===== config.mk =====
export PLATFORM = sky130hd
export DESIGN_NAME = salted_crc32_image_check_core
export DESIGN_NICKNAME = d
export VERILOG_FILES = /design/src/design/sci_pkg.sv /design/src/design/salted_crc32_image_check_core.sv /design/src/design/sci_crc_lane.sv
export SDC_FILE = /design/constraint.sdc
export NUM_CORES = 1
export LEC_CHECK = 0
export ABC_AREA = 1
export BUFFER_PORTS_ARGS = -buffer_cell sky130_fd_sc_hd__buf_4
export CAP_MARGIN = 10
export CORE_AREA = 2 2 288 290
export DETAILED_ROUTE_END_ITERATION = 7
export DIE_AREA = 0 0 290 292
export PLACE_DENSITY = 0.62
export SKIP_CTS_REPAIR_TIMING = 1
export SLEW_MARGIN = 20
export SYNTH_ARGS = -nofsm -noshare
export SYNTH_HDL_FRONTEND = slang
export SYNTH_HIERARCHICAL = 1
export SYNTH_SLANG_ARGS = --single-unit

===== constraint.sdc =====
create_clock -name clk -period 8.7 [get_ports clk]
set_clock_uncertainty 0.2 [all_clocks]
set_input_delay 1.305 -clock clk [delete_from_list [all_inputs] [get_ports clk]]
set_output_delay 1.305 -clock clk [all_outputs]
set_load 0.01 [all_outputs]

===== src/design/sci_pkg.sv =====
// Shared types, constants and the byte-wide CRC-32 update for the salted image check.
// No dependencies; used by sci_crc_lane and salted_crc32_image_check_core.
package sci_pkg;

  localparam int unsigned LANE_COUNT_DEF = 4;
  localparam int unsigned SALT_REGS      = 4;
  localparam int unsigned CFG_IDX_W      = 2;
  localparam int unsigned WORD_W         = 32;
  localparam int unsigned POS_W          = 5;
  localparam int unsigned MASK_W         = 4;
  localparam int unsigned STATUS_W       = 2;
  localparam logic [POS_W-1:0] HEADER_BYTES = 5'd16;
  localparam logic [POS_W-1:0] SALT_BYTES   = 5'd4;
  localparam logic [WORD_W-1:0] CRC_POLY    = 32'hEDB88320;
  localparam logic [WORD_W-1:0] CRC_INIT    = 32'hFFFFFFFF;

  localparam logic [WORD_W-1:0] SALT0_RST = 32'hEFBEFECA;
  localparam logic [WORD_W-1:0] SALT1_RST = 32'hFEFEEFEF;
  localparam logic [WORD_W-1:0] SALT2_RST = 32'hCEFABEBA;
  localparam logic [WORD_W-1:0] SALT3_RST = 32'h0061F85A;

  typedef enum logic [STATUS_W-1:0] {
    STATUS_OK      = 2'd0,
    STATUS_DAMAGED = 2'd1,
    STATUS_SHORT   = 2'd2
  } status_t;

  typedef struct packed {
    logic update;
    logic seed;
  } lane_ctl_t;

  function automatic logic [WORD_W-1:0] crc_feed(input logic [WORD_W-1:0] acc_in,
                                                 input logic [7:0] byte_in);
    logic [WORD_W-1:0] acc;
    acc = acc_in ^ {24'd0, byte_in};
    for (int k = 0; k < 8; k++) begin
      acc = (acc >> 1) ^ (acc[0] ? CRC_POLY : '0);
    end
    return acc;
  endfunction

endpackage


===== src/design/salted_crc32_image_check_core.sv =====
// Salted CRC-32 boot image check: 16-byte header of expected words, then image bytes.
// Result: registered at the clock edge that accepts the last byte's request.
// One byte per cycle unless a waiting result stalls input; lane CRC update sets the cycle.
// Salt bytes are folded into the lanes during header bytes 0..3.
// Reset (rst, synchronous): position cleared, output empty, salts to their defaults.
// Depends on sci_pkg and sci_crc_lane.
module salted_crc32_image_check_core #(
  parameter int unsigned LANE_COUNT = sci_pkg::LANE_COUNT_DEF
) (
  input  logic                          clk,
  input  logic                          rst,
  input  logic                          s_tvalid,
  output logic                          s_tready,
  input  logic [7:0]                    s_tdata,   // [7:0] data_byte
  input  logic                          s_tlast,   // last_byte
  output logic                          m_tvalid,
  input  logic                          m_tready,
  output logic [7:0]                    m_tdata,   // [1:0] check_status, [5:2] mismatch_mask
  input  logic                          cfg_we,
  input  logic [sci_pkg::CFG_IDX_W-1:0] cfg_index,
  input  logic [sci_pkg::WORD_W-1:0]    cfg_data
);

  logic [sci_pkg::WORD_W-1:0] salt     [sci_pkg::SALT_REGS];
  logic [sci_pkg::WORD_W-1:0] salt_lat [sci_pkg::SALT_REGS];
  logic [sci_pkg::WORD_W-1:0] expected [4];
  logic [7:0]                 salt_byte [sci_pkg::SALT_REGS];
  logic [sci_pkg::POS_W-1:0]  pos;
  logic                       accept;
  logic                       in_header;
  logic                       in_salt;
  sci_pkg::lane_ctl_t         lane_ctl;
  logic [LANE_COUNT-1:0]      mis;
  logic [sci_pkg::MASK_W-1:0] mask_w;
  sci_pkg::status_t           status;
  logic [sci_pkg::MASK_W-1:0] mask;

  assign s_tready  = !m_tvalid || m_tready;
  assign accept    = s_tvalid && s_tready;
  assign in_header = pos < sci_pkg::HEADER_BYTES;
  assign in_salt   = pos < sci_pkg::SALT_BYTES;
  assign lane_ctl.seed   = pos == '0;
  assign lane_ctl.update = accept && (in_salt || !in_header);
  assign m_tdata  = {2'b00, mask, status};

  // config writes
  always_ff @(posedge clk) begin
    if (rst) begin
      salt[0] <= sci_pkg::SALT0_RST;
      salt[1] <= sci_pkg::SALT1_RST;
      salt[2] <= sci_pkg::SALT2_RST;
      salt[3] <= sci_pkg::SALT3_RST;
    end else if (cfg_we) begin
      salt[cfg_index] <= cfg_data;
    end
  end

  // salts are captured at image start so later writes wait for the next image
  always_ff @(posedge clk) begin
    if (accept && lane_ctl.seed) begin
      for (int r = 0; r < sci_pkg::SALT_REGS; r++) begin
        salt_lat[r] <= salt[r];
      end
    end
  end

  always_comb begin
    for (int r = 0; r < sci_pkg::SALT_REGS; r++) begin
      salt_byte[r] = lane_ctl.seed ? salt[r][7:0] : salt_lat[r][{pos[1:0], 3'b000} +: 8];
    end
  end

  always_ff @(posedge clk) begin
    if (accept && in_header) begin
      expected[pos[3:2]][{pos[1:0], 3'b000} +: 8] <= s_tdata;
    end
  end

  always_ff @(posedge clk) begin
    if (rst) begin
      pos <= '0;
    end else if (accept) begin
      if (s_tlast) begin
        pos <= '0;
      end else if (in_header) begin
        pos <= pos + 1'b1;
      end
    end
  end

  genvar g;
  generate
    for (g = 0; g < LANE_COUNT; g++) begin : g_lane
      sci_crc_lane u_lane (
        .clk       (clk),
        .ctl       (lane_ctl),
        .feed_byte (in_salt ? salt_byte[g % sci_pkg::SALT_REGS] : s_tdata),
        .expected  (expected[g % 4]),
        .mismatch  (mis[g])
      );
    end
    for (g = 0; g < sci_pkg::MASK_W; g++) begin : g_mask
      if (g < LANE_COUNT) begin : g_used
        assign mask_w[g] = mis[g];
      end else begin : g_unused
        assign mask_w[g] = 1'b0;
      end
    end
  endgenerate

  always_ff @(posedge clk) begin
    if (rst) begin
      m_tvalid <= 1'b0;
    end else if (accept && s_tlast) begin
      m_tvalid <= 1'b1;
    end else if (m_tready) begin
      m_tvalid <= 1'b0;
    end
  end

  always_ff @(posedge clk) begin
    if (accept && s_tlast) begin
      if (in_header) begin
        status <= sci_pkg::STATUS_SHORT;
        mask   <= '0;
      end else begin
        status <= (|mis) ? sci_pkg::STATUS_DAMAGED : sci_pkg::STATUS_OK;
        mask   <= mask_w;
      end
    end
  end

`ifndef SYNTHESIS
  a_pos_range: assert property (@(posedge clk) disable iff (rst)
    pos <= sci_pkg::HEADER_BYTES)
    else $error("byte position beyond header length");

  a_last_restarts: assert property (@(posedge clk) disable iff (rst)
    accept && s_tlast |=> pos == '0)
    else $error("position not cleared after last byte");

  a_last_gives_result: assert property (@(posedge clk) disable iff (rst)
    accept && s_tlast |=> m_tvalid)
    else $error("no result after last byte");

  a_mask_only_damaged: assert property (@(posedge clk) disable iff (rst)
    m_tvalid && status != sci_pkg::STATUS_DAMAGED |-> mask == '0)
    else $error("mismatch mask set without damaged status");
`endif

endmodule


===== src/design/sci_crc_lane.sv =====
// One reflected CRC-32 lane: seeds from all ones, updates one byte per request,
// and flags a mismatch of the inverted next CRC against the expected word. Uses sci_pkg.
module sci_crc_lane (
  input  logic                        clk,
  input  sci_pkg::lane_ctl_t          ctl,
  input  logic [7:0]                  feed_byte,
  input  logic [sci_pkg::WORD_W-1:0]  expected,
  output logic                        mismatch
);

  logic [sci_pkg::WORD_W-1:0] crc;
  logic [sci_pkg::WORD_W-1:0] crc_base;
  logic [sci_pkg::WORD_W-1:0] crc_next;

  assign crc_base = ctl.seed ? sci_pkg::CRC_INIT : crc;
  assign crc_next = sci_pkg::crc_feed(crc_base, feed_byte);
  assign mismatch = (~crc_next) != expected;

  always_ff @(posedge clk) begin
    if (ctl.update) begin
      crc <= crc_next;
    end
  end

endmodule


Word level (Yosys, flattened, before mapping)
Memory sizes are Yosys's and may differ from the RTL's.
Index checks and enable logic that the tools add are counted.
{ "classes": {"add_sub_neg": 2, "n_lt_le_gt_ge": 2, "eq_ne": 4, "n_shift": 6, "mux": 61, "bitwise_logic": 40, "reduce_logical": 15} }
{ "ops": {"columns": ["operator", "count"], "rows": [
  ["32-bit 2-to-1 mux", 38],
  ["31-bit by 32-bit bitwise XOR with 32-bit output", 32],
  ["32-bit != test", 4],
  ["32-bit inverter", 4],
  ["32-bit by 6-bit variable part select with 8-bit output", 4],
  ["32-bit by 8-bit bitwise XOR with 32-bit output", 4],
  ["8-bit 2-to-1 mux", 8],
  ["32-bit OR reduction", 1],
  ["8-bit by 7-bit variable shift with 32-bit output, first input constant", 1],
  ["8-bit by 7-bit variable part select with 32-bit output", 1],
  ["1-bit 2-to-1 mux", 12],
  ["5-bit 2-to-1 mux", 2],
  ["5-bit negation with 7-bit output", 1],
  ["5-bit by 1-bit adder with 5-bit output, second input constant", 1],
  ["1-bit logical AND", 5],
  ["5-bit logical NOT", 1],
  ["5-bit by 3-bit < comparator with 1-bit output, second input constant", 1],
  ["5-bit < comparator, second input constant", 1],
  ["2-bit nonzero test", 2],
  ["4-bit OR reduction", 1],
  ["1-bit logical NOT", 2],
  ["1-bit logical OR", 2],
  ["2-bit 2-to-1 mux", 1],
  ["2-bit AND reduction", 1]
]} }
{ "totals": {"register_bits": 140, "ram_bits": 384, "input_bits": 48, "out_inout_bits": 10, "elab_cells": 141, "mem_count": 3} }
{ "memory_table": {"columns": ["name", "depth", "word_bits", "read_ports", "rd_clocked_by_memory_dff", "write_ports", "line_no", "text"], "rows": [
  ["expected", 4, 32, 4, 0, 1, "salted_crc32_image_check_core.sv:26", "logic [sci_pkg::WORD_W-1:0] expected [4];"],
  ["salt", 4, 32, 4, 0, 4, "salted_crc32_image_check_core.sv:24", "logic [sci_pkg::WORD_W-1:0] salt [sci_pkg::SALT_REGS];"],
  ["salt_lat", 4, 32, 4, 0, 4, "salted_crc32_image_check_core.sv:25", "logic [sci_pkg::WORD_W-1:0] salt_lat [sci_pkg::SALT_REGS];"]
]} }

Depth between registers and ports, before layout
An unclocked memory read counts as a cell.
{ "logic_depth": {"depth_word": 25, "depth_mapped": 29, "ltp_nobuf": 26} }

Cells and area by module
The synthesis kept the hierarchy.
{ "modules_own_cells": {"columns": ["mod", "instances", "cells_per_inst", "area_per_inst_um2", "seq_area_each_um2"], "rows": [
  ["salted_crc32_image_check_core", 1, 1160, 15000.6, 11831.3],
  ["sci_crc_lane", 4, 532, 3337.0, 960.9]
]} }

Least setup slack after synthesis
No wires, ideal clock.
{ "synth_path": {"path_kind": "input to register", "from": "input port m_tready", "to": "register g_lane[0].u_lane/crc[0] in the netlist's numbering (enable)", "setup_time_ns": 0.657, "arrival_time_ns": 7.787, "required_time_ns": 7.843, "slack_ns": 0.056, "path_stages": 4, "path_buffers": 0, "cell_sequence": "inv_1 -> nand2_2 -> nand2_1 -> a21oi_1"} }
{ "synth_lines": {"columns": ["item", "line_no", "text"], "rows": [
  ["from (decl)", "salted_crc32_image_check_core.sv:17", "input logic m_tready,"],
  ["to (signal assigned)", "sci_crc_lane.sv:21", "crc <= crc_next;"],
  ["to (decl)", "sci_crc_lane.sv:11", "logic [sci_pkg::WORD_W-1:0] crc;"]
]} }

==> impl_metrics.csv <==
group,metric,value,unit
status,status,"complete, no violations",
clocking,cts-htree-levels,2,
synthesis,netlist_instances,3288,
floorplanning,row_count,105,
placed_design,placed_area,29800,um2
global_route,grt.total_usage,19.8,%
detailed_routing,drt.antenna.violating_nets,0,
finish,drive_above_1_share,10.4,%
synthesis,synth_edf_count,518,
clocking,cts_tree,"done",
power_and_ir_drop,switchingPower,2.89,mW
floorplanning,die_h,292,um
sta,maxSlewHeadroom,16.9,%
placed_design,dp.cells,4365,
power_and_ir_drop,p_seq_share,40.5,%
setup_path,critPathLaunchType,"flip-flop",
finish,design_area,31600,um2
power_and_ir_drop,p_comb_share,30.5,%
clocking,cts_max_path_buffers,3,
global_route,grt_pass1_wl,127000,um
setup_path,cp-end-kind,"flip-flop",
job,drv_cap,0,
placed_design,dp_hpwl,60500,um
setup_path,worstPathArrival,5.39,ns
synthesis,synth_top_cell_by_area,"edfxtp_1",
clocking,clock_latency,0.63,ns
global_route,grt_overflow,0,
placed_design,portBuffers,55,
clocking,root_buffer,"clkbuf_16",
detailed_routing,drt-total-wl,85200,um
synthesis,ys.flop_type,"edfxtp_1",
floorplanning,ios,58,
power_and_ir_drop,clkPwrFrac,29.1,%
floorplanning,coreArea,81600,um2
sta,fin_crit_sh,59.9,%
detailed_routing,drt_iter0_markers,2171,
setup_path,crit_path_end,"status[0]",
finish,n_fill_cell,8135,
finish,layout.cells.non_filler,4467,
floorplanning,initial_core_util,34.7,%
synthesis,async_flop_share,0,%
synthesis,synth_seq_cells,524,
synthesis,syn_avg_cell_area,8.62,um2
synthesis,ys_seq_area_share,55.3,%
setup_path,rrSetupSlack,3.48,ns
global_route,grt_pass1_vias,20736,
setup_path,cp_max_fo,67,
power_and_ir_drop,power_density,255,nW/um2
power_and_ir_drop,power,8.06,mW
setup_path,reg2regPathDepth,22,
sta,finalSetupViolCount,0,
sta,hold_violations,0,
finish,multiInputGateArea,11000,um2
clocking,numCtsBuffers,54,
synthesis,synthDistinctLibCells,37,
finish,syn_to_final_growth,11.3,%
synthesis,yosys_warnings,6,
sta,layout_min_cycle_time,5.22,ns
synthesis,ys_top_cells_by_area,"edfxtp_1 55%, nand2_1 18%, nand3_1 5.5%, nor2_1 4.6%, inv_1 3.8%",
power_and_ir_drop,leakage,13.6,nW
detailed_routing,wire_per_inst,19.1,um
global_route,antenna_found_initial,1,
sta,worstMarginPinSlew,1.24,ns
synthesis,synth.cell_area,28300,um2
setup_path,startpoint,"pos[0]",
synthesis,synth_top_area_share,54.9,%
setup_path,rr_startpoint,"pos[0]",
setup_path,critPathRequiredTime,8.88,ns
sta,fmax,192,MHz
global_route,grt_max_degree,72,
detailed_routing,drt_pre_antenna_iters,6,
min_path,worstHoldPathType,"reg -> reg",
setup_path,r2r-end,"status[0]",
finish,n_antenna_cell,0,
detailed_routing,drc,0,
power_and_ir_drop,internal_power,5.17,mW
finish,seqCellArea,15700,um2
sta,rsz0062_at_grt,"no",
floorplanning,dieArea,84700,um2
clocking,cts_sinks,524,
sta,maxSlewViolCount,0,
power_and_ir_drop,sw_frac_of_total,35.9,%
setup_path,critPathKind,"reg -> reg",
detailed_routing,via_per_inst,4.96,
finish,nNetsFinal,3404,
floorplanning,die_w,290,um
placed_design,gp_congestion,0.942,
clocking,path_clk_slew,0.07,ns
sta,final.setup.tns,0,ns
power_and_ir_drop,ir_drop,0.177,mV
detailed_routing,vias,22172,
cell families (layout without fill, tap and decap cells):
group           after synthesis  in the layout  synth area share, %
simple gates               2291           2291                 35.5
flops                       524            524                 55.3
other cells                   1              2               0.0132
compound gates               32             32                0.900
buf+inv                     379            487                 5.96
fa+ha+maj                     5              5                0.221
xor+xnor                     56             56                 2.12
power groups by stage:
stage	Sequential, mW	Clock [mW]	Combinational, mW
2_1_floorplan	3.29	0	1.79
3_3_place_gp	3.31	0	2.40
3_5_place_dp	3.31	0	2.42
4_1_cts	3.26	2.39	2.43
5_1_grt	3.29	2.48	2.75
6_report	3.26	2.34	2.46
placed cells by master, fill, tap and decap left out, types with 24 or more instances in the layout:
cell type,instances
edfxtp_1,518
clkbuf_16,54
xor2_1,28
nand2_1,1348
inv_1,284
nand3_1,309
buf_4,82
nor2_1,347
nand3b_1,96
nand2_2,88
nor2_2,24
metrics by stage:
step	hold WS [ns]	worst slack, ns	utilization [%]
detailed placement	0.205	3.59	36.5
global route	0.222	3.13	38.7
finish	0.217	3.48	38.7
CTS	0.216	3.57	38.7
floorplan	0.200	0.0555	-
global placement	0.200	3.62	36.5
flip-flops by register name, summed over array words and instances, names as in the netlist:
name and cells:
m_tvalid 1, status 2, pos 5, salt 128, salt_lat 128, mask 4
g_lane.u_lane/crc 128, expected 128
how the worst min path moves through the flow:
stage                     depth (start not counted)         from  slack, ns              end
after detailed placement                          0  salt[0][21]       0.20  salt_lat[0][21]
after floorplan                                   0  salt[0][10]       0.20  salt_lat[0][10]
after global routing                              0  salt[0][20]       0.22  salt_lat[0][20]
after global placement                            0  salt[2][22]       0.20  salt_lat[2][22]
after CTS                                         0  salt[3][26]       0.22  salt_lat[3][26]
final                                             0  salt[3][26]       0.22  salt_lat[3][26]
cell usage after synthesis (all sizes together), types with 7 or more instances:
cell type / n
nand3b: 96
nand3: 310
a21oi: 7
xnor3: 8
inv: 303
xnor2: 20
xor2: 28
nand2: 1452
nor3: 16
o21ai: 17
edfxtp: 518
buf: 60
nand4: 13
nor2: 398
clkbuf: 16
o21bai: 8
final cells by class:
class	instances	area share (%)
flip-flops and latches	524	49.7
multi-input cells	2386	34.9
clock buffers	71	4.55
well taps	1070	4.24
inverters	303	3.65
repair buffers	82	1.95
clock inverters	31	1.04
metal layers:
metal	vias to the layer above	global-route usage (%)	share of wire, %
li1	10745	-	-
met1	10464	27.8	45
met2	828	31.5	45
met3	131	3.49	7.7
met4	4	5.81	2.7
met5	-	0	0.026
worst max-delay path: stages, from the launching register on:
cell,delay [ns]
dfxtp_2,0.42
inv_2,0.17
ha_1,0.44
nand4_1,0.33
inv_6,0.61
buf_4,0.51
nor2_1,0.12
nand2_2,0.11
nand2_2,0.22
inv_2,0.22
nand2_2,0.08
nand2_2,0.21
nand2_1,0.11
nand3_1,0.09
nand2_1,0.05
nor2_1,0.19
nand2_1,0.10
nor2_1,0.09
nand3_1,0.08
nor2_1,0.09
nand2_1,0.08
nor4_1,0.26
nor2_1,0.07
(Power assumes the default switching activity.)
